`src/hw/rtl/ecs_pkg.sv`:
```
// Shared types and constants of the exact-cover search block.
// No dependencies; the RTL modules and the checker take names from here by scope.
package ecs_pkg;

	localparam int MAX_ROWS_DEF = 8;
	localparam int MAX_COLS_DEF = 8;

	localparam int CFG_W      = 4;
	localparam int ROW_IDX_W  = 3;
	localparam int ROW_BITS_W = 8;
	localparam int SET_W      = 8;
	localparam int TOTAL_W    = 6;

	localparam logic [TOTAL_W-1:0] SOL_CAP   = 6'd63;
	localparam logic [CFG_W-1:0]   ROWS_RST  = 4'd6;
	localparam logic [CFG_W-1:0]   COLS_RST  = 4'd7;

	typedef enum logic {
		CFG_ROWS_IN_USE = 1'b0,
		CFG_COLS_IN_USE = 1'b1
	} cfg_idx_t;

	typedef enum logic {
		FUNC_LOAD  = 1'b0,
		FUNC_START = 1'b1
	} func_t;

	typedef enum logic {
		KIND_SOLUTION = 1'b0,
		KIND_DONE     = 1'b1
	} kind_t;

	typedef struct packed {
		func_t                 func;
		logic [ROW_IDX_W-1:0]  row_index;
		logic [ROW_BITS_W-1:0] row_bits;
	} ecs_in_t;

	typedef struct packed {
		kind_t              kind;
		logic [SET_W-1:0]   row_set;
		logic [TOTAL_W-1:0] solution_total;
		logic               truncated;
		logic               last;
	} ecs_out_t;

	typedef enum logic [2:0] {
		ST_IDLE,
		ST_CHECK,
		ST_SCAN,
		ST_TRY,
		ST_POP,
		ST_EMIT_SOL,
		ST_EMIT_DONE
	} state_t;

	typedef struct packed {
		logic load;
		logic start;
		logic scan_init;
		logic scan_step;
		logic push;
		logic pop;
		logic emit_sol;
		logic emit_done;
		logic set_trunc;
	} dp_cmd_t;

	typedef struct packed {
		logic all_covered;
		logic count_full;
		logic scan_last;
		logic row_found;
		logic level_zero;
		logic out_free;
	} dp_status_t;

endpackage

```
`src/hw/rtl/ecs_stream_if.sv`:
```
// Valid/ready channel carrying one payload item per handshake.
// Payload type is a parameter; used with ecs_pkg item types.
interface ecs_stream_if #(
	parameter type data_t = logic
) ();
	logic  valid;
	logic  ready;
	data_t data;

	modport source (output valid, output data, input ready);
	modport sink   (input valid, input data, output ready);
endinterface

```
`src/hw/rtl/ecs_dp.sv`:
```
// Datapath of the exact-cover search: row store, search stacks, column scan,
// row finder and output register. Driven by ecs_ctrl commands; uses ecs_pkg.
module ecs_dp #(
	parameter int MAX_ROWS = ecs_pkg::MAX_ROWS_DEF,
	parameter int MAX_COLS = ecs_pkg::MAX_COLS_DEF
) (
	input  logic                         clk,
	input  logic                         arst_n,
	input  logic                         cfg_we,
	input  logic                         cfg_index,
	input  logic [ecs_pkg::CFG_W-1:0]    cfg_data,
	input  ecs_pkg::ecs_in_t             item,
	input  ecs_pkg::dp_cmd_t             cmd,
	output ecs_pkg::dp_status_t          st,
	input  logic                         out_ready,
	output logic                         out_valid,
	output ecs_pkg::ecs_out_t            out_data
);

	localparam int RowIdxW = (MAX_ROWS > 1) ? $clog2(MAX_ROWS) : 1;
	localparam int ColIdxW = (MAX_COLS > 1) ? $clog2(MAX_COLS) : 1;
	localparam int LvlW    = $clog2(MAX_COLS + 1);
	localparam int NxtW    = $clog2(MAX_ROWS + 1);
	localparam int SzW     = $clog2(MAX_ROWS + 1);

	logic [ecs_pkg::CFG_W-1:0]   rows_in_use_q;
	logic [ecs_pkg::CFG_W-1:0]   cols_in_use_q;
	logic [MAX_COLS-1:0]         row_store_q [MAX_ROWS];
	logic [RowIdxW-1:0]          row_stack_q [MAX_COLS];
	logic [ColIdxW-1:0]          col_stack_q [MAX_COLS];
	logic [MAX_COLS-1:0]         covered_q;
	logic [LvlW-1:0]             level_q;
	logic [MAX_ROWS-1:0]         set_q;
	logic [ecs_pkg::TOTAL_W-1:0] count_q;
	logic                        trunc_q;
	logic [NxtW-1:0]             next_q;
	logic [ColIdxW-1:0]          scan_j_q;
	logic [ColIdxW-1:0]          best_q;
	logic [SzW-1:0]              best_size_q;
	logic                        best_valid_q;
	logic                        out_valid_q;
	ecs_pkg::ecs_out_t           out_q;

	logic [MAX_COLS-1:0] full_mask;
	logic [MAX_COLS-1:0] rows_m [MAX_ROWS];
	logic [MAX_ROWS-1:0] avail;
	logic [MAX_ROWS-1:0] colv;
	logic [MAX_ROWS-1:0] cand;
	logic [SzW-1:0]      scan_size;
	logic                col_ok;
	logic                take;
	logic [ColIdxW-1:0]  best_next;
	logic [ColIdxW-1:0]  lvl_idx;
	logic [ColIdxW-1:0]  lvl_m1_idx;
	logic [LvlW-1:0]     lvl_m1;
	logic [ColIdxW-1:0]  try_col;
	logic                found;
	logic [RowIdxW-1:0]  found_idx;
	logic [RowIdxW-1:0]  pop_idx;
	logic                load_ok;

	// Active columns and active, masked rows.
	always_comb begin
		for (int j = 0; j < MAX_COLS; j++) begin
			full_mask[j] = (ecs_pkg::CFG_W'(j) < cols_in_use_q);
		end
		for (int i = 0; i < MAX_ROWS; i++) begin
			rows_m[i] = (ecs_pkg::CFG_W'(i) < rows_in_use_q) ?
				(row_store_q[i] & full_mask) : '0;
			avail[i]  = ((rows_m[i] & covered_q) == '0);
		end
	end

	assign lvl_m1     = level_q - LvlW'(1);
	assign lvl_idx    = ColIdxW'(level_q);
	assign lvl_m1_idx = ColIdxW'(lvl_m1);
	assign try_col    = col_stack_q[lvl_idx];
	assign pop_idx    = row_stack_q[lvl_m1_idx];

	// Column scan: candidate count of one column per cycle.
	always_comb begin
		scan_size = '0;
		for (int i = 0; i < MAX_ROWS; i++) begin
			colv[i]   = avail[i] & rows_m[i][scan_j_q];
			scan_size = scan_size + SzW'(colv[i]);
		end
	end

	assign col_ok    = full_mask[scan_j_q] & ~covered_q[scan_j_q];
	assign take      = col_ok & (~best_valid_q | (scan_size < best_size_q));
	assign best_next = take ? scan_j_q : best_q;

	// Lowest candidate row at or above the resume point.
	always_comb begin
		found     = 1'b0;
		found_idx = '0;
		for (int i = 0; i < MAX_ROWS; i++) begin
			cand[i] = avail[i] & rows_m[i][try_col] & (NxtW'(i) >= next_q);
		end
		for (int i = MAX_ROWS - 1; i >= 0; i--) begin
			if (cand[i]) begin
				found     = 1'b1;
				found_idx = RowIdxW'(i);
			end
		end
	end

	assign load_ok = (int'(item.row_index) < MAX_ROWS);

	assign st.all_covered = (covered_q == full_mask);
	assign st.count_full  = (count_q == ecs_pkg::SOL_CAP);
	assign st.scan_last   = (scan_j_q == ColIdxW'(MAX_COLS - 1));
	assign st.row_found   = found;
	assign st.level_zero  = (level_q == '0);
	assign st.out_free    = ~out_valid_q | out_ready;

	// Control state.
	always_ff @(posedge clk or negedge arst_n) begin
		if (!arst_n) begin
			rows_in_use_q <= ecs_pkg::ROWS_RST;
			cols_in_use_q <= ecs_pkg::COLS_RST;
			covered_q     <= '0;
			level_q       <= '0;
			set_q         <= '0;
			count_q       <= '0;
			trunc_q       <= 1'b0;
			next_q        <= '0;
			scan_j_q      <= '0;
			best_q        <= '0;
			best_size_q   <= '0;
			best_valid_q  <= 1'b0;
			out_valid_q   <= 1'b0;
		end else begin
			if (cfg_we) begin
				unique case (cfg_index)
					ecs_pkg::CFG_ROWS_IN_USE: rows_in_use_q <= cfg_data;
					ecs_pkg::CFG_COLS_IN_USE: cols_in_use_q <= cfg_data;
				endcase
			end
			// Load a new item or drop the one just taken.
			if (cmd.emit_sol || cmd.emit_done) begin
				out_valid_q <= 1'b1;
			end else if (out_valid_q && out_ready) begin
				out_valid_q <= 1'b0;
			end
			if (cmd.start) begin
				covered_q <= '0;
				level_q   <= '0;
				set_q     <= '0;
				count_q   <= '0;
				trunc_q   <= 1'b0;
			end
			if (cmd.set_trunc) begin
				trunc_q <= 1'b1;
			end
			if (cmd.scan_init) begin
				scan_j_q     <= '0;
				best_valid_q <= 1'b0;
			end
			if (cmd.scan_step) begin
				best_q       <= best_next;
				best_valid_q <= best_valid_q | take;
				if (take) begin
					best_size_q <= scan_size;
				end
				if (st.scan_last) begin
					next_q <= '0;
				end else begin
					scan_j_q <= scan_j_q + ColIdxW'(1);
				end
			end
			if (cmd.push) begin
				covered_q          <= covered_q | rows_m[found_idx];
				set_q[found_idx]   <= 1'b1;
				level_q            <= level_q + LvlW'(1);
			end
			if (cmd.pop) begin
				covered_q        <= covered_q & ~rows_m[pop_idx];
				set_q[pop_idx]   <= 1'b0;
				level_q          <= lvl_m1;
				next_q           <= NxtW'(pop_idx) + NxtW'(1);
			end
			if (cmd.emit_sol) begin
				count_q <= count_q + ecs_pkg::TOTAL_W'(1);
			end
			if (cmd.emit_done) begin
				covered_q <= '0;
				level_q   <= '0;
			end
		end
	end

	// Payload storage: rows, stacks, output item.
	always_ff @(posedge clk) begin
		if (cmd.load && load_ok) begin
			row_store_q[RowIdxW'(item.row_index)] <= MAX_COLS'(item.row_bits);
		end
		if (cmd.scan_step && st.scan_last) begin
			col_stack_q[lvl_idx] <= best_next;
		end
		if (cmd.push) begin
			row_stack_q[lvl_idx] <= found_idx;
		end
		if (cmd.emit_sol) begin
			out_q.kind           <= ecs_pkg::KIND_SOLUTION;
			out_q.row_set        <= ecs_pkg::SET_W'(set_q);
			out_q.solution_total <= count_q + ecs_pkg::TOTAL_W'(1);
			out_q.truncated      <= 1'b0;
			out_q.last           <= 1'b0;
		end
		if (cmd.emit_done) begin
			out_q.kind           <= ecs_pkg::KIND_DONE;
			out_q.row_set        <= '0;
			out_q.solution_total <= count_q;
			out_q.truncated      <= trunc_q;
			out_q.last           <= 1'b1;
		end
	end

	assign out_valid = out_valid_q;
	assign out_data  = out_q;

endmodule

```
`src/hw/rtl/ecs_ctrl.sv`:
```
// Controller of the exact-cover search: sequences load, descend, scan,
// try, backtrack and emit steps. Uses ecs_pkg state, command and status types.
module ecs_ctrl (
	input  logic                clk,
	input  logic                arst_n,
	input  logic                item_valid,
	input  ecs_pkg::func_t      item_func,
	output logic                item_ready,
	input  ecs_pkg::dp_status_t st,
	output ecs_pkg::dp_cmd_t    cmd
);

	ecs_pkg::state_t state_q;
	ecs_pkg::state_t state_d;

	always_ff @(posedge clk or negedge arst_n) begin
		if (!arst_n) begin
			state_q <= ecs_pkg::ST_IDLE;
		end else begin
			state_q <= state_d;
		end
	end

	// Next state.
	always_comb begin
		state_d = state_q;
		unique case (state_q)
			ecs_pkg::ST_IDLE: begin
				if (item_valid && item_func == ecs_pkg::FUNC_START) begin
					state_d = ecs_pkg::ST_CHECK;
				end
			end
			ecs_pkg::ST_CHECK: begin
				priority if (!st.all_covered) begin
					state_d = ecs_pkg::ST_SCAN;
				end else if (st.count_full) begin
					state_d = ecs_pkg::ST_EMIT_DONE;
				end else begin
					state_d = ecs_pkg::ST_EMIT_SOL;
				end
			end
			ecs_pkg::ST_SCAN: begin
				if (st.scan_last) begin
					state_d = ecs_pkg::ST_TRY;
				end
			end
			ecs_pkg::ST_TRY: begin
				state_d = st.row_found ? ecs_pkg::ST_CHECK : ecs_pkg::ST_POP;
			end
			ecs_pkg::ST_POP: begin
				state_d = st.level_zero ? ecs_pkg::ST_EMIT_DONE : ecs_pkg::ST_TRY;
			end
			ecs_pkg::ST_EMIT_SOL: begin
				if (st.out_free) begin
					state_d = ecs_pkg::ST_POP;
				end
			end
			ecs_pkg::ST_EMIT_DONE: begin
				if (st.out_free) begin
					state_d = ecs_pkg::ST_IDLE;
				end
			end
			default: state_d = ecs_pkg::ST_IDLE;
		endcase
	end

	// Commands.
	always_comb begin
		cmd        = '0;
		item_ready = (state_q == ecs_pkg::ST_IDLE);
		unique case (state_q)
			ecs_pkg::ST_IDLE: begin
				if (item_valid) begin
					cmd.load  = (item_func == ecs_pkg::FUNC_LOAD);
					cmd.start = (item_func == ecs_pkg::FUNC_START);
				end
			end
			ecs_pkg::ST_CHECK: begin
				cmd.scan_init = ~st.all_covered;
				cmd.set_trunc = st.all_covered & st.count_full;
			end
			ecs_pkg::ST_SCAN:      cmd.scan_step = 1'b1;
			ecs_pkg::ST_TRY:       cmd.push      = st.row_found;
			ecs_pkg::ST_POP:       cmd.pop       = ~st.level_zero;
			ecs_pkg::ST_EMIT_SOL:  cmd.emit_sol  = st.out_free;
			ecs_pkg::ST_EMIT_DONE: cmd.emit_done = st.out_free;
			default:               cmd           = '0;
		endcase
	end

endmodule

```
`src/hw/rtl/exact_cover_search_top.sv`:
```
// Top level of the exact-cover search block (Algorithm X over row bitmasks).
// Instantiates ecs_ctrl and ecs_dp; uses ecs_pkg and ecs_stream_if.
//
//  channel    | dir | handshake          | payload
//  -----------+-----+--------------------+-----------------------------------------
//  item_ch    | in  | valid/ready        | func, row_index, row_bits
//  result_ch  | out | valid/ready        | kind, row_set, solution_total, truncated, last
//  cfg        | in  | cfg_we (no stall)  | cfg_index, cfg_data
//
// A load item returns nothing; item_ch is ready every cycle while idle.
// A start item holds item_ch not ready until its done item is loaded into the output register.
// An open search node runs a check, a scan of all MAX_COLS columns and a try; a full cover runs
// a check and an emit; a backtrack step runs a pop and a try. The scan sets the run time.
// Reset clears control state and restores the configuration (rows_in_use 6, cols_in_use 7).
// A full output register waits for result_ch.ready; the search holds at its next emit until it drains.
module exact_cover_search_top #(
	parameter int MAX_ROWS = ecs_pkg::MAX_ROWS_DEF,
	parameter int MAX_COLS = ecs_pkg::MAX_COLS_DEF
) (
	input  logic                      clk,
	input  logic                      arst_n,
	input  logic                      cfg_we,
	input  logic                      cfg_index,
	input  logic [ecs_pkg::CFG_W-1:0] cfg_data,
	ecs_stream_if.sink                item_ch,
	ecs_stream_if.source              result_ch
);

	ecs_pkg::dp_cmd_t    cmd;
	ecs_pkg::dp_status_t st;
	ecs_pkg::ecs_in_t    item;
	ecs_pkg::ecs_out_t   result;

	// Unpack the incoming item once; both halves read it.
	assign item = item_ch.data;

	// Sequencer: decides what the datapath does each cycle.
	ecs_ctrl u_ctrl (
		.clk        (clk),
		.arst_n     (arst_n),
		.item_valid (item_ch.valid),
		.item_func  (item.func),
		.item_ready (item_ch.ready),
		.st         (st),
		.cmd        (cmd)
	);

	// Datapath: rows, search stacks, scan and output register.
	ecs_dp #(
		.MAX_ROWS (MAX_ROWS),
		.MAX_COLS (MAX_COLS)
	) u_dp (
		.clk       (clk),
		.arst_n    (arst_n),
		.cfg_we    (cfg_we),
		.cfg_index (cfg_index),
		.cfg_data  (cfg_data),
		.item      (item),
		.cmd       (cmd),
		.st        (st),
		.out_ready (result_ch.ready),
		.out_valid (result_ch.valid),
		.out_data  (result)
	);

	assign result_ch.data = result;

endmodule

```
`src/flat_wrapper.sv`:
```
// flat-port wrapper written by rule: the top's interface ports become plain ports
module exact_cover_search_top_flat 
#(
	parameter int MAX_ROWS = ecs_pkg::MAX_ROWS_DEF,
	parameter int MAX_COLS = ecs_pkg::MAX_COLS_DEF
)
  (clk, arst_n, cfg_we, cfg_index, cfg_data, item_ch_valid, item_ch_data, item_ch_ready, result_ch_valid, result_ch_data, result_ch_ready);
  ecs_stream_if item_ch_i ();
  ecs_stream_if result_ch_i ();
  input  logic clk;
  input  logic arst_n;
  input  logic cfg_we;
  input  logic cfg_index;
  input  logic [ecs_pkg::CFG_W-1:0] cfg_data;
  input wire logic [$bits(item_ch_i.valid)-1:0] item_ch_valid;
  input wire logic [$bits(item_ch_i.data)-1:0] item_ch_data;
  output wire logic [$bits(item_ch_i.ready)-1:0] item_ch_ready;
  output wire logic [$bits(result_ch_i.valid)-1:0] result_ch_valid;
  output wire logic [$bits(result_ch_i.data)-1:0] result_ch_data;
  input wire logic [$bits(result_ch_i.ready)-1:0] result_ch_ready;
  assign item_ch_i.valid = item_ch_valid;
  assign item_ch_i.data = item_ch_data;
  assign item_ch_ready = item_ch_i.ready;
  assign result_ch_valid = result_ch_i.valid;
  assign result_ch_data = result_ch_i.data;
  assign result_ch_i.ready = result_ch_ready;
  exact_cover_search_top #(.MAX_ROWS(MAX_ROWS), .MAX_COLS(MAX_COLS)) u_core (.clk(clk), .arst_n(arst_n), .cfg_we(cfg_we), .cfg_index(cfg_index), .cfg_data(cfg_data), .item_ch(item_ch_i), .result_ch(result_ch_i));
endmodule
```
`config.mk`:
```
export PLATFORM = sky130hd
export DESIGN_NAME = exact_cover_search_top_flat
export DESIGN_NICKNAME = d
export VERILOG_FILES = /design/src/hw/rtl/ecs_pkg.sv /design/src/hw/rtl/ecs_stream_if.sv /design/src/hw/rtl/ecs_dp.sv /design/src/hw/rtl/ecs_ctrl.sv /design/src/hw/rtl/exact_cover_search_top.sv /design/src/flat_wrapper.sv
export SDC_FILE = /design/constraint.sdc
export NUM_CORES = 1
export LEC_CHECK = 0
export ABC_CLOCK_PERIOD_IN_PS = 4000
export BUFFER_PORTS_ARGS = -buffer_cell sky130_fd_sc_hd__buf_2
export CAP_MARGIN = 20
export CORE_MARGIN = 2
export CORE_UTILIZATION = 45
export DETAILED_ROUTE_END_ITERATION = 6
export SLEW_MARGIN = 20
export SYNTH_ARGS = -nofsm -noshare
export SYNTH_HDL_FRONTEND = slang
export SYNTH_SLANG_ARGS = --single-unit
```
`constraint.sdc`:
```
create_clock -name clk -period 4 [get_ports clk]
set_input_delay 0.8 -clock clk [delete_from_list [all_inputs] [get_ports clk]]
set_output_delay 0.8 -clock clk [all_outputs]
set_load 0.03 [all_outputs]
```
==> results of run 1 <==
==> power breakdown <==
| group | internal [uW] | total, uW | leakage (uW) | switching, uW |
|---|---|---|---|---|
| sequential | 636 | 648 | 0.000639 | 11.7 |
| combinational | 22.8 | 46.6 | 0.000431 | 23.7 |
| clock | 318 | 547 | 0.000105 | 229 |
==> cell usage in the layout, fill, tap and decap left out, types with 2 or more instances in the layout <==
master / n
dfrtp_1: 27
edfxtp_1: 25
nor2_1: 21
mux2_2: 17
nand2_1: 15
buf_2: 13
nor3_1: 11
clkbuf_8: 11
inv_1: 7
nand2b_1: 6
a21oi_1: 6
nand3_1: 6
xnor2_1: 5
ha_1: 5
dfstp_2: 5
or3_1: 4
o21ai_0: 4
mux2i_1: 4
nor2b_1: 3
and2_1: 3
o22ai_1: 3
o31ai_1: 3
a31oi_1: 3
clkinv_2: 3
nor4_1: 2
a2bb2oi_1: 2
a22o_1: 2
nor4_4: 2
a211oi_1: 2
nor3b_1: 2
nand4_1: 2
a21o_1: 2
==> worst max-delay path: stages, from the launching register on <==
cell,delay [ns]
dfrtp_1,0.77
nor4b_2,0.30
nor3_1,0.07
or4_4,0.53
nor4_4,0.51
nand2_4,0.11
mux2_4,0.31
==> routing by layer <==
metal | up-vias | share of wire | track usage
met2 | 26 | 0.47 | 0.2551
met4 | 0 | 0.012 | 0.07899
li1 | 903 | - | -
met1 | 894 | 0.49 | 0.2208
met5 | - | 0 | 0
met3 | 6 | 0.032 | 0.04573
==> per-stage QoR <==
| stage | instance area, um^2 | hold slack, ns |
|---|---|---|
| floorplan | 2801 | 0.4423 |
| global placement | 2923 | 0.4301 |
| detailed placement | 2923 | 0.4372 |
| CTS | 3127 | 0.4522 |
| global route | 3127 | 0.4810 |
| finish | 3127 | 0.4480 |
==> area by class of cell <==
cell class                      count  share of cell area
Inverter                            7            0.008403
Timing Repair Buffer               13             0.02081
Tap cell                           75             0.03001
Sequential cell                    58              0.5046
Multi-Input combinational cell    161              0.3709
Clock inverter                      5             0.01681
Clock buffer                       11             0.04842
==> worst max path at each step <==
stage / endpoint / slack, ns / startpoint / depth (start not counted)
6_report: u_core.u_dp.level_q[2]$_DFFE_PN0P_ / 1.29 / u_core.u_dp.level_q[0]$_DFFE_PN0P_ / 6
5_1_grt: u_core.u_dp.level_q[3]$_DFFE_PN0P_ / 1.06 / u_core.u_dp.level_q[0]$_DFFE_PN0P_ / 7
4_1_cts: u_core.u_dp.level_q[2]$_DFFE_PN0P_ / 1.29 / u_core.u_dp.level_q[0]$_DFFE_PN0P_ / 6
3_5_place_dp: u_core.u_dp.level_q[2]$_DFFE_PN0P_ / 1.30 / u_core.u_dp.level_q[0]$_DFFE_PN0P_ / 6
3_3_place_gp: u_core.u_dp.level_q[2]$_DFFE_PN0P_ / 1.35 / u_core.u_dp.level_q[0]$_DFFE_PN0P_ / 6
2_1_floorplan: u_core.u_dp.level_q[2]$_DFFE_PN0P_ / 1.70 / u_core.u_dp.level_q[0]$_DFFE_PN0P_ / 7
==> logic make-up (layout without fill, tap and decap cells) <==
group	Yosys count	count (layout)
compound gates	41	41
flops	58	58
simple gates	86	86
buf+inv	14	36
fa+ha+maj	6	6
mux	22	22
xor+xnor	6	6
==> flip-flops by register name (all words and copies together) (netlist names) <==
register                   cells
u_core.u_dp.col_stack_q       24
u_core.u_dp.count_q            6
u_core.u_dp.cols_in_use_q      4
u_core.u_dp.level_q            4
u_core.u_dp.rows_in_use_q      4
u_core.u_ctrl.state_q          3
u_core.u_dp.best_q             3
u_core.u_dp.scan_j_q           3
u_core.u_dp.best_size_q        1
u_core.u_dp.best_valid_q       1
u_core.u_dp.covered_q          1
u_core.u_dp.next_q             1
u_core.u_dp.out_data           1
u_core.u_dp.out_valid          1
u_core.u_dp.row_store_q        1
==> metrics.cfg, run 1 <==
[placement]
io_buffers=13
preCtsSetupSlack_ns=1.303
gp_routability_congestion=0.7457
placedCellCount=314
dp.final_hpwl_um=3621

[route]
route.detailed.drc=0
dr.first_iter.drc_count=74
drtAntennaViolNets=0
wl_per_cell_um=15.97
viasPerCell=5.542
first_pass_iters=6
vias=1829
wl_um=5271

[hold_path]
hp-start=u_core.u_dp.out_data[0]$_SDFFE_PP1P_
min_path_type=reg -> reg
hold_depth=1
holdPathEnd=u_core.u_dp.out_data[0]$_SDFFE_PP1P_

[yosys]
synthCells=233
synthArstFlopShare=0.5517
synth_top_area_frac=0.2680
yosysUniqueCellTypes=60
seq_area_frac_synth=0.5632
ys_seq_elements=58
synth-compound-area-share=0.1076
ys_top_cells_by_count=27 x dfrtp_1, 25 x edfxtp_1, 21 x nor2_1
synth-edff-count=25
yosys.cell_count.top_type=dfrtp_1
synth_fa_ha_area_frac=0.02590
synth_simple_gate_area_frac=0.1737
synthXorXnorAreaFrac=0.01876
syn_avg_cell_area_um2=12.02
netlist_area_um2=2801
synth_area_leaders=edfxtp_1 27%, dfrtp_1 24%, mux2_2 6.8%, dfstp_2 4.7%, nor2_1 2.8%
muxShareOfSynthArea=0.08799
yosys.area.top_type=edfxtp_1
synth_top_family_by_area=simple AND/OR/NAND/NOR gates
synth_flop_cell=dfrtp_1
yosysWarnings=0
syn_nets=249

[clock_tree]
clkTransAtPathRegs_ns=0.07
ctsHoldBuffers=0
cts_tree=yes
post_cts_buffers=0
clock_latency_ns=0.34
htreeDepth=3
cts_root_buffer=clkbuf_8
cts_inserted_buffers=9
cts_buffer_depth=2
cts_resized=0
cts.sinks=58

[layout]
seq_area_um2=1578
final_layout_size_suffix_gt1_frac=0.2392
diodes=0
postLayoutCoreUtil=0.5250
final_net_count=266
area_delta_synth_final_pct=11.61
multi_input_area_um2=1160
layoutNonFillerInstCount=330
fill_cells=544

[grt]
grt_pass1_vias=1857
antenna_found_initial=0
grt_pass1_wl_um=8976
grt_max_degree=33
grt.total_usage=0.1669
gr-total-overflow=0

[sta]
slew_headroom=0.5096
rsz0062_at_grt=false
min_period_ns=2.711
tightest_slew_ns=0.7356
setup_tns_ns=0
finalHoldViolCount=0
setup_slack_ns=1.289
drv_slew=0
setup_violations=0
clock.fmax_ghz=0.3688
finClkSkew_ns=0.006697
min_period_over_period=0.6779

[critical_path]
rr_worst_depth=6
r2r_end=u_core.u_dp.level_q[2]$_DFFE_PN0P_
path_class=reg -> reg
path_max_fanout=18
reg2reg_from=u_core.u_dp.level_q[0]$_DFFE_PN0P_
arrival_ns=2.93
endpoint_kind=register
reg2reg_slack_ns=1.29
cp.required_ns=4.22
critPathLaunchType=register

[die]
die_y_um=82.90
io_pins=14
die-area_um2=6872
core_um2=5956
std_cell_rows=28
die_x_um=82.90
start_util=0.4704

[pwr]
powerDensity_nw_per_um2=397.0
leakagePower_uw=0.001176
vdd_drop_max_mv=0.2318
total_power_uw=1241

[status]
outcome=complete, no violations

[run]
maxCapViolCount=0

Note: power is estimated with default switching activity, not from simulation.
==> run 2, diff against run 1 <==
Settings changed: ABC_CLOCK_PERIOD_IN_PS 4000 to 2750.
Clock period 4 ns to 2.75 ns, I/O delays scaled along.
==> run 2 against run 1 <==
  * Clock-buffer cell count shrank 2
  * First-iteration DRC count is 31% higher
  * Clock skew increased by 0.0036 ns
  * Total power rose by 60%
  * Combinational power rose by 43%
  * Clock power up 78%
  * Via count is 2.2% higher
  * Design area grew 2.4%
  * Worst hold slack worse by 0.18 ns
  * Critical path type unchanged
  * Critical endpoint unchanged
  * Largest cell class unchanged
==> metrics.cfg, run 2 (synthesis gave the netlist of run 1 again) <==
[pwr]
p_int_uw=1567  ; was 976.7 uW
power_switching_uw=416.1  ; was 264.5 uW
powerDensity_nw_per_um2=619.3  ; was 397.0 nW/um^2
power_frac_seq=0.475  ; was 0.522
clkPwrFrac=0.491  ; was 0.441
p_comb_frac=0.034  ; was 0.038
leakagePower_uw=0.001216  ; was 0.001176 uW
vdd_drop_max_mv=0.4877  ; was 0.2318 mV
sw_frac_of_total=0.2098  ; was 0.2131

[route]
dr.first_iter.drc_count=97  ; was 74
route.detailed.drc=0  ; unchanged
first_pass_iters=4  ; was 6
vias=1870  ; was 1829
wl_per_cell_um=15.95  ; was 15.97 um
viasPerCell=5.599  ; was 5.542
wl_um=5328  ; was 5271 um
drtAntennaViolNets=0  ; unchanged

[layout]
final_layout_size_suffix_gt1_frac=0.2510  ; was 0.2392
mostFrequentLayoutCell=dfrtp_1  ; unchanged
area_delta_synth_final_pct=14.29  ; was 11.61%
diodes=0  ; unchanged
final_net_count=270  ; was 266
largest_reg_flops=24  ; unchanged
final_cell_mix=27 x dfrtp_1, 25 x edfxtp_1, 21 x nor2_1, 17 x mux2_2, 15 x nand2_1  ; unchanged
stdcell_area_um2=3202  ; was 3127 um^2
regMostFlops=u_core.u_dp.col_stack_q  ; unchanged
largestRegisters=u_core.u_dp.col_stack_q x24, u_core.u_dp.count_q x6  ; unchanged

[die]
io_pins=14  ; unchanged
std_cell_rows=28  ; unchanged
die_x_um=82.90  ; unchanged
die_y_um=82.90  ; unchanged
die-area_um2=6872  ; unchanged
core_um2=5956  ; unchanged
start_util=0.4704  ; unchanged

[sta]
finClkSkew_ns=0.01028  ; was 0.006697 ns
clock.fmax_ghz=0.3973  ; was 0.3688 GHz
setup_violations=0  ; unchanged
tightest_slew_ns=0.7226  ; was 0.7356 ns
drv_slew=0  ; unchanged
setup_tns_ns=0  ; unchanged
min_period_ns=2.517  ; was 2.711 ns
min_period_over_period=0.9152  ; was 0.6779
timing.hold.ws_ns=0.2660  ; was 0.4480 ns
finalHoldViolCount=0  ; unchanged
slew_headroom=0.5183  ; was 0.5096
rsz0062_at_grt=false  ; unchanged

[clock_tree]
cts_tree=yes  ; unchanged
cts_resized=0  ; unchanged
post_cts_buffers=0  ; unchanged
htreeDepth=3  ; unchanged
cts_root_buffer=clkbuf_8  ; unchanged
cts_inserted_buffers=9  ; unchanged
cts_buffer_depth=2  ; unchanged
clkTransAtPathRegs_ns=0.07  ; about the same
cts.sinks=58  ; unchanged
ctsHoldBuffers=0  ; unchanged
clock_latency_ns=0.33  ; was 0.34 ns

[grt]
grt.total_usage=0.1677  ; was 0.1669
grt_max_degree=33  ; unchanged
grt_pass1_wl_um=9094  ; was 8976 um
gr-total-overflow=0  ; unchanged
antenna_found_initial=0  ; unchanged
grt_pass1_vias=1841  ; was 1857

[critical_path]
crit_buf_inv=0  ; unchanged
cp.required_ns=2.98  ; was 4.22 ns
slowest_delay_ns=0.63  ; was 0.77 ns
crit_family=simple AND/OR/NAND/NOR gates  ; unchanged
path_max_fanout=11  ; was 18
crit_slowest_cell=dfrtp_1  ; unchanged
crit_cells=6  ; unchanged
arrival_ns=2.74  ; was 2.93 ns
reg2reg_slack_ns=0.23  ; was 1.29 ns
endpoint_kind=register  ; unchanged
r2r_end=u_core.u_dp.level_q[2]$_DFFE_PN0P_  ; unchanged
critPathLaunchType=register  ; unchanged
cp_cell_sequence=nor4b_2, nor3_1, or4_4, nor4_4, nand2_4, mux2_4  ; unchanged
path_class=reg -> reg  ; unchanged
reg2reg_from=u_core.u_dp.level_q[0]$_DFFE_PN0P_  ; unchanged
rr_worst_depth=6  ; unchanged

[hold_path]
min_path_type=in -> async  ; was reg -> reg

[run]
maxCapViolCount=0  ; unchanged

[placement]
gp_routability_congestion=0.7935  ; was 0.7457
io_buffers=13  ; unchanged
placedInstanceArea_um2=2953  ; was 2923 um^2
dp.final_hpwl_um=3784  ; was 3621 um

[status]
outcome=complete, no violations  ; unchanged

==> run 2: cell count changes in the layout (fill, tap and decap cells not counted) <==
cell	before	now
clkinvlp_4	1	0
clkinv_2	3	0
inv_6	0	1
clkinv_4	0	3
bufinv_16	1	3
buf_4	0	4
clkbuf_8	11	9
==> run 2: how the worst max path moves through the flow <==
stage | from | end
6_report | u_core.u_dp.level_q[0]$_DFFE_PN0P_ | u_core.u_dp.level_q[2]$_DFFE_PN0P_
5_1_grt | u_core.u_dp.level_q[0]$_DFFE_PN0P_ | u_core.u_dp.level_q[2]$_DFFE_PN0P_
4_1_cts | u_core.u_dp.cols_in_use_q[0]$_DFFE_PN1P_ | u_core.u_dp.col_stack_q[1][2]$_DFFE_PP_
3_5_place_dp | u_core.u_dp.cols_in_use_q[1]$_DFFE_PN1P_ | u_core.u_dp.col_stack_q[5][2]$_DFFE_PP_
3_3_place_gp | u_core.u_dp.cols_in_use_q[0]$_DFFE_PN1P_ | u_core.u_dp.col_stack_q[3][1]$_DFFE_PP_
2_1_floorplan | u_core.u_dp.level_q[0]$_DFFE_PN0P_ | u_core.u_dp.level_q[2]$_DFFE_PN0P_
==> run 2: cell type report <==
cell class / instances / area, um^2
Sequential cell: 58 / 1578
Clock inverter: 7 / 125.1
Fill cell: 532 / 2754
Clock buffer: 9 / 123.9
Timing Repair Buffer: 17 / 95.09
Tap cell: 75 / 93.84
Inverter: 7 / 26.28
Multi-Input combinational cell: 161 / 1160
==> run 2: metrics by stage <==
step	worst slack (ns)	std cells	util	total power, uW
floorplan	0.4462	233	-	997.7
global placement	0.2492	318	0.4958	1027
detailed placement	0.2299	318	0.4958	1028
CTS	0.2280	334	0.5376	2013
global route	0.1057	334	0.5376	2067
finish	0.2333	334	0.5376	1983
==> run 2: power by group through the flow <==
stage	combinational, uW	clock [uW]	sequential (uW)
floorplan	44.3	0	953
global placement	67.5	0	960
detailed placement	68.1	0	960
CTS	68.4	1000	942
global route	75.8	1050	945
finish	66.5	974	942
==> run 2: layer usage <==
metal,up-vias,global-route usage,share of wire
met1,911,0.2219,0.48
met5,-,0,0
met3,10,0.05070,0.035
met4,0,0.07004,0.016
li1,907,-,-
met2,42,0.2573,0.47
==> run 3, diff against run 2 <==
Settings changed: BUFFER_PORTS_ARGS -buffer_cell sky130_fd_sc_hd__buf_2 to -buffer_cell sky130_fd_sc_hd__buf_4.
==> run 3 against run 2 <==
  * Total power down 1.0%
  * Critical endpoint is now u_core.u_dp.col_stack_q[3][2]$_DFFE_PP_
  * Clock-buffer cell count up 2
  * Highest routed layer unchanged
  * Critical path type unchanged
  * Critical path depth unchanged
  * Clock power down 2.5%
  * Clock skew down 0.0029 ns
  * Sequential power about the same
==> metrics.cfg, run 3 (synthesis gave the netlist of run 1 again) <==
[status]
outcome=complete, no violations  ; unchanged

[critical_path]
path_class=reg -> reg  ; unchanged
reg2reg_from=u_core.u_dp.cols_in_use_q[1]$_DFFE_PN1P_  ; was u_core.u_dp.level_q[0]$_DFFE_PN0P_
crit_family=simple AND/OR/NAND/NOR gates  ; unchanged
endpoint_kind=register  ; unchanged
crit_buf_inv=0  ; unchanged
critPathLaunchType=register  ; unchanged
cp_cell_sequence=nor4_1, or3_1, nor4_1, nor2b_1, o21ai_1, mux2_2  ; was nor4b_2, nor3_1, or4_4, nor4_4, nand2_4, mux2_4
cp.required_ns=2.82  ; was 2.98 ns
path_common_cell=nor4_1
slowest_delay_ns=0.57  ; was 0.63 ns
path_max_fanout=8  ; was 11
crit_path_start=u_core.u_dp.cols_in_use_q[1]$_DFFE_PN1P_  ; was u_core.u_dp.level_q[0]$_DFFE_PN0P_
crit_slowest_cell=dfstp_2  ; was dfrtp_1
arrival_ns=2.54  ; was 2.74 ns

[sta]
setup_violations=0  ; unchanged
setup_tns_ns=0  ; unchanged
slew_headroom=0.5329  ; was 0.5183
finalHoldViolCount=0  ; unchanged
min_period_ns=2.468  ; was 2.517 ns
rsz0062_at_grt=false  ; unchanged
finClkSkew_ns=0.007362  ; was 0.01028 ns
clock.fmax_ghz=0.4052  ; was 0.3973 GHz
tightest_slew_ns=0.6981  ; was 0.7226 ns
setup_slack_ns=0.2820  ; was 0.2333 ns
drv_slew=0  ; unchanged
min_period_over_period=0.8974  ; was 0.9152

[pwr]
clkPwrFrac=0.484  ; was 0.491
powerDensity_nw_per_um2=611.1  ; was 619.3 nW/um^2
vdd_drop_max_mv=0.4255  ; was 0.4877 mV
p_comb_frac=0.036  ; was 0.034
sw_frac_of_total=0.2037  ; was 0.2098
p_int_uw=1563  ; was 1567 uW
power_switching_uw=399.7  ; was 416.1 uW
leakagePower_uw=0.001213  ; was 0.001216 uW
power_frac_seq=0.480  ; was 0.475

[route]
vias=1836  ; was 1870
wl_per_cell_um=16.43  ; was 15.95 um
drtAntennaViolNets=0  ; unchanged
first_pass_iters=4  ; unchanged
route.detailed.drc=0  ; unchanged
dr.first_iter.drc_count=92  ; was 97
viasPerCell=5.514  ; was 5.599
wl_um=5472  ; was 5328 um

[layout]
final_layout_size_suffix_gt1_frac=0.2403  ; was 0.2510
fill_cells=548  ; was 532
final_net_count=269  ; was 270
diodes=0  ; unchanged
largest_reg_flops=24  ; unchanged
multi_input_area_um2=1160  ; unchanged
seq_area_um2=1578  ; unchanged
regMostFlops=u_core.u_dp.col_stack_q  ; unchanged
area_delta_synth_final_pct=14.65  ; was 14.29%
largestRegisters=u_core.u_dp.col_stack_q x24, u_core.u_dp.count_q x6  ; unchanged
mostFrequentLayoutCell=dfrtp_1  ; unchanged
final_cell_mix=27 x dfrtp_1, 25 x edfxtp_1, 21 x nor2_1, 17 x mux2_2, 16 x buf_4  ; was 27 x dfrtp_1, 25 x edfxtp_1, 21 x nor2_1, 17 x mux2_2, 15 x nand2_1

[clock_tree]
cts_resized=0  ; unchanged
cts.sinks=58  ; unchanged
cts_tree=yes  ; unchanged
cts_buffer_depth=2  ; unchanged
clock_latency_ns=0.34  ; was 0.33 ns
post_cts_buffers=0  ; unchanged
clkTransAtPathRegs_ns=0.07  ; about the same
cts_inserted_buffers=9  ; unchanged
cts_root_buffer=clkbuf_8  ; unchanged
ctsHoldBuffers=0  ; unchanged
htreeDepth=3  ; unchanged

[die]
die_x_um=82.90  ; unchanged
die-area_um2=6872  ; unchanged
start_util=0.4704  ; unchanged
die_y_um=82.90  ; unchanged
io_pins=14  ; unchanged
std_cell_rows=28  ; unchanged
core_um2=5956  ; unchanged

[grt]
grt_pass1_wl_um=9335  ; was 9094 um
grt_max_degree=33  ; unchanged
grt_pass1_vias=1880  ; was 1841
gr-total-overflow=0  ; unchanged
antenna_found_initial=0  ; unchanged
grt.total_usage=0.1759  ; was 0.1677

[hold_path]
min_path_type=in -> async  ; unchanged

[placement]
preCtsSetupSlack_ns=0.2632  ; was 0.2299 ns
gp_routability_congestion=0.8248  ; was 0.7935
io_buffers=13  ; unchanged
dp.final_hpwl_um=3821  ; was 3784 um

[run]
maxCapViolCount=0  ; unchanged

==> run 3: changes by cell type in the layout (fill, tap and decap cells not counted) <==
cell        previous run  this run
clkbuf_1               0         2
buf_2                 13         0
clkinvlp_4             0         1
inv_6                  1         0
clkinv_4               3         0
buf_4                  4        16
clkinv_2               0         1
==> run 3: power groups by stage <==
stage,registers (uW),clock network (uW),logic (uW)
after floorplan,953,0,44.3
after global placement,958,0,71.8
after detailed placement,959,0,72.9
after CTS,942,969,73.2
after global routing,944,1010,82.3
final,941,950,71.4
==> run 3: worst reg2reg max path, stage by stage, from the launching register on <==
cell,delay (ns)
dfstp_2,0.57
nor4_1,0.07
or3_1,0.43
nor4_1,0.34
nor2b_1,0.09
o21ai_1,0.25
mux2_2,0.45
==> run 3: area by class of cell <==
| type | count | area share |
|---|---|---|
| Multi-Input combinational cell | 161 | 0.3611 |
| Sequential cell | 58 | 0.4912 |
| Inverter | 7 | 0.008181 |
| Clock buffer | 11 | 0.04090 |
| Clock inverter | 5 | 0.03194 |
| Timing Repair Buffer | 16 | 0.03740 |
| Tap cell | 75 | 0.02922 |
==> run 3: layer usage <==
layer  GRT usage  vias to the layer above  share of wire  wire (um)
li1            -                      908              -          -
met3     0.03976                       10          0.029        156
met1      0.2172                      887           0.45       2450
met4     0.08942                        0          0.021        116
met5           0                        -              0          0
met2      0.2896                       31           0.50       2748
==> run 3: final timing paths <==
kind,endpoint,slack (ns),cells after the start
max,u_core.u_dp.col_stack_q[3][2]$_DFFE_PP_,0.28,6
max reg2reg,u_core.u_dp.col_stack_q[3][2]$_DFFE_PP_,0.28,6
min in group clk,u_core.u_dp.row_store_q[0]$_DFFE_PP_,0.39,1
min reg2reg,u_core.u_dp.out_data[0]$_SDFFE_PP1P_,0.46,1
min,u_core.u_dp.count_q[1]$_DFFE_PN0P_,0.14,1
max in group asynchronous,u_core.u_dp.cols_in_use_q[0]$_DFFE_PN1P_,2.28,1
==> run 3: per-stage QoR <==
stage | cells | total power (uW) | hold WS, ns | util | instance area (um^2)
2_1_floorplan | 233 | 997.7 | 0.2544 | - | 2801
3_3_place_gp | 317 | 1030 | 0.4363 | 0.5000 | 2978
3_5_place_dp | 317 | 1032 | 0.4451 | 0.5000 | 2978
4_1_cts | 333 | 1984 | 0.1414 | 0.5393 | 3212
5_1_grt | 333 | 2037 | 0.1699 | 0.5393 | 3212
6_report | 333 | 1963 | 0.1350 | 0.5393 | 3212
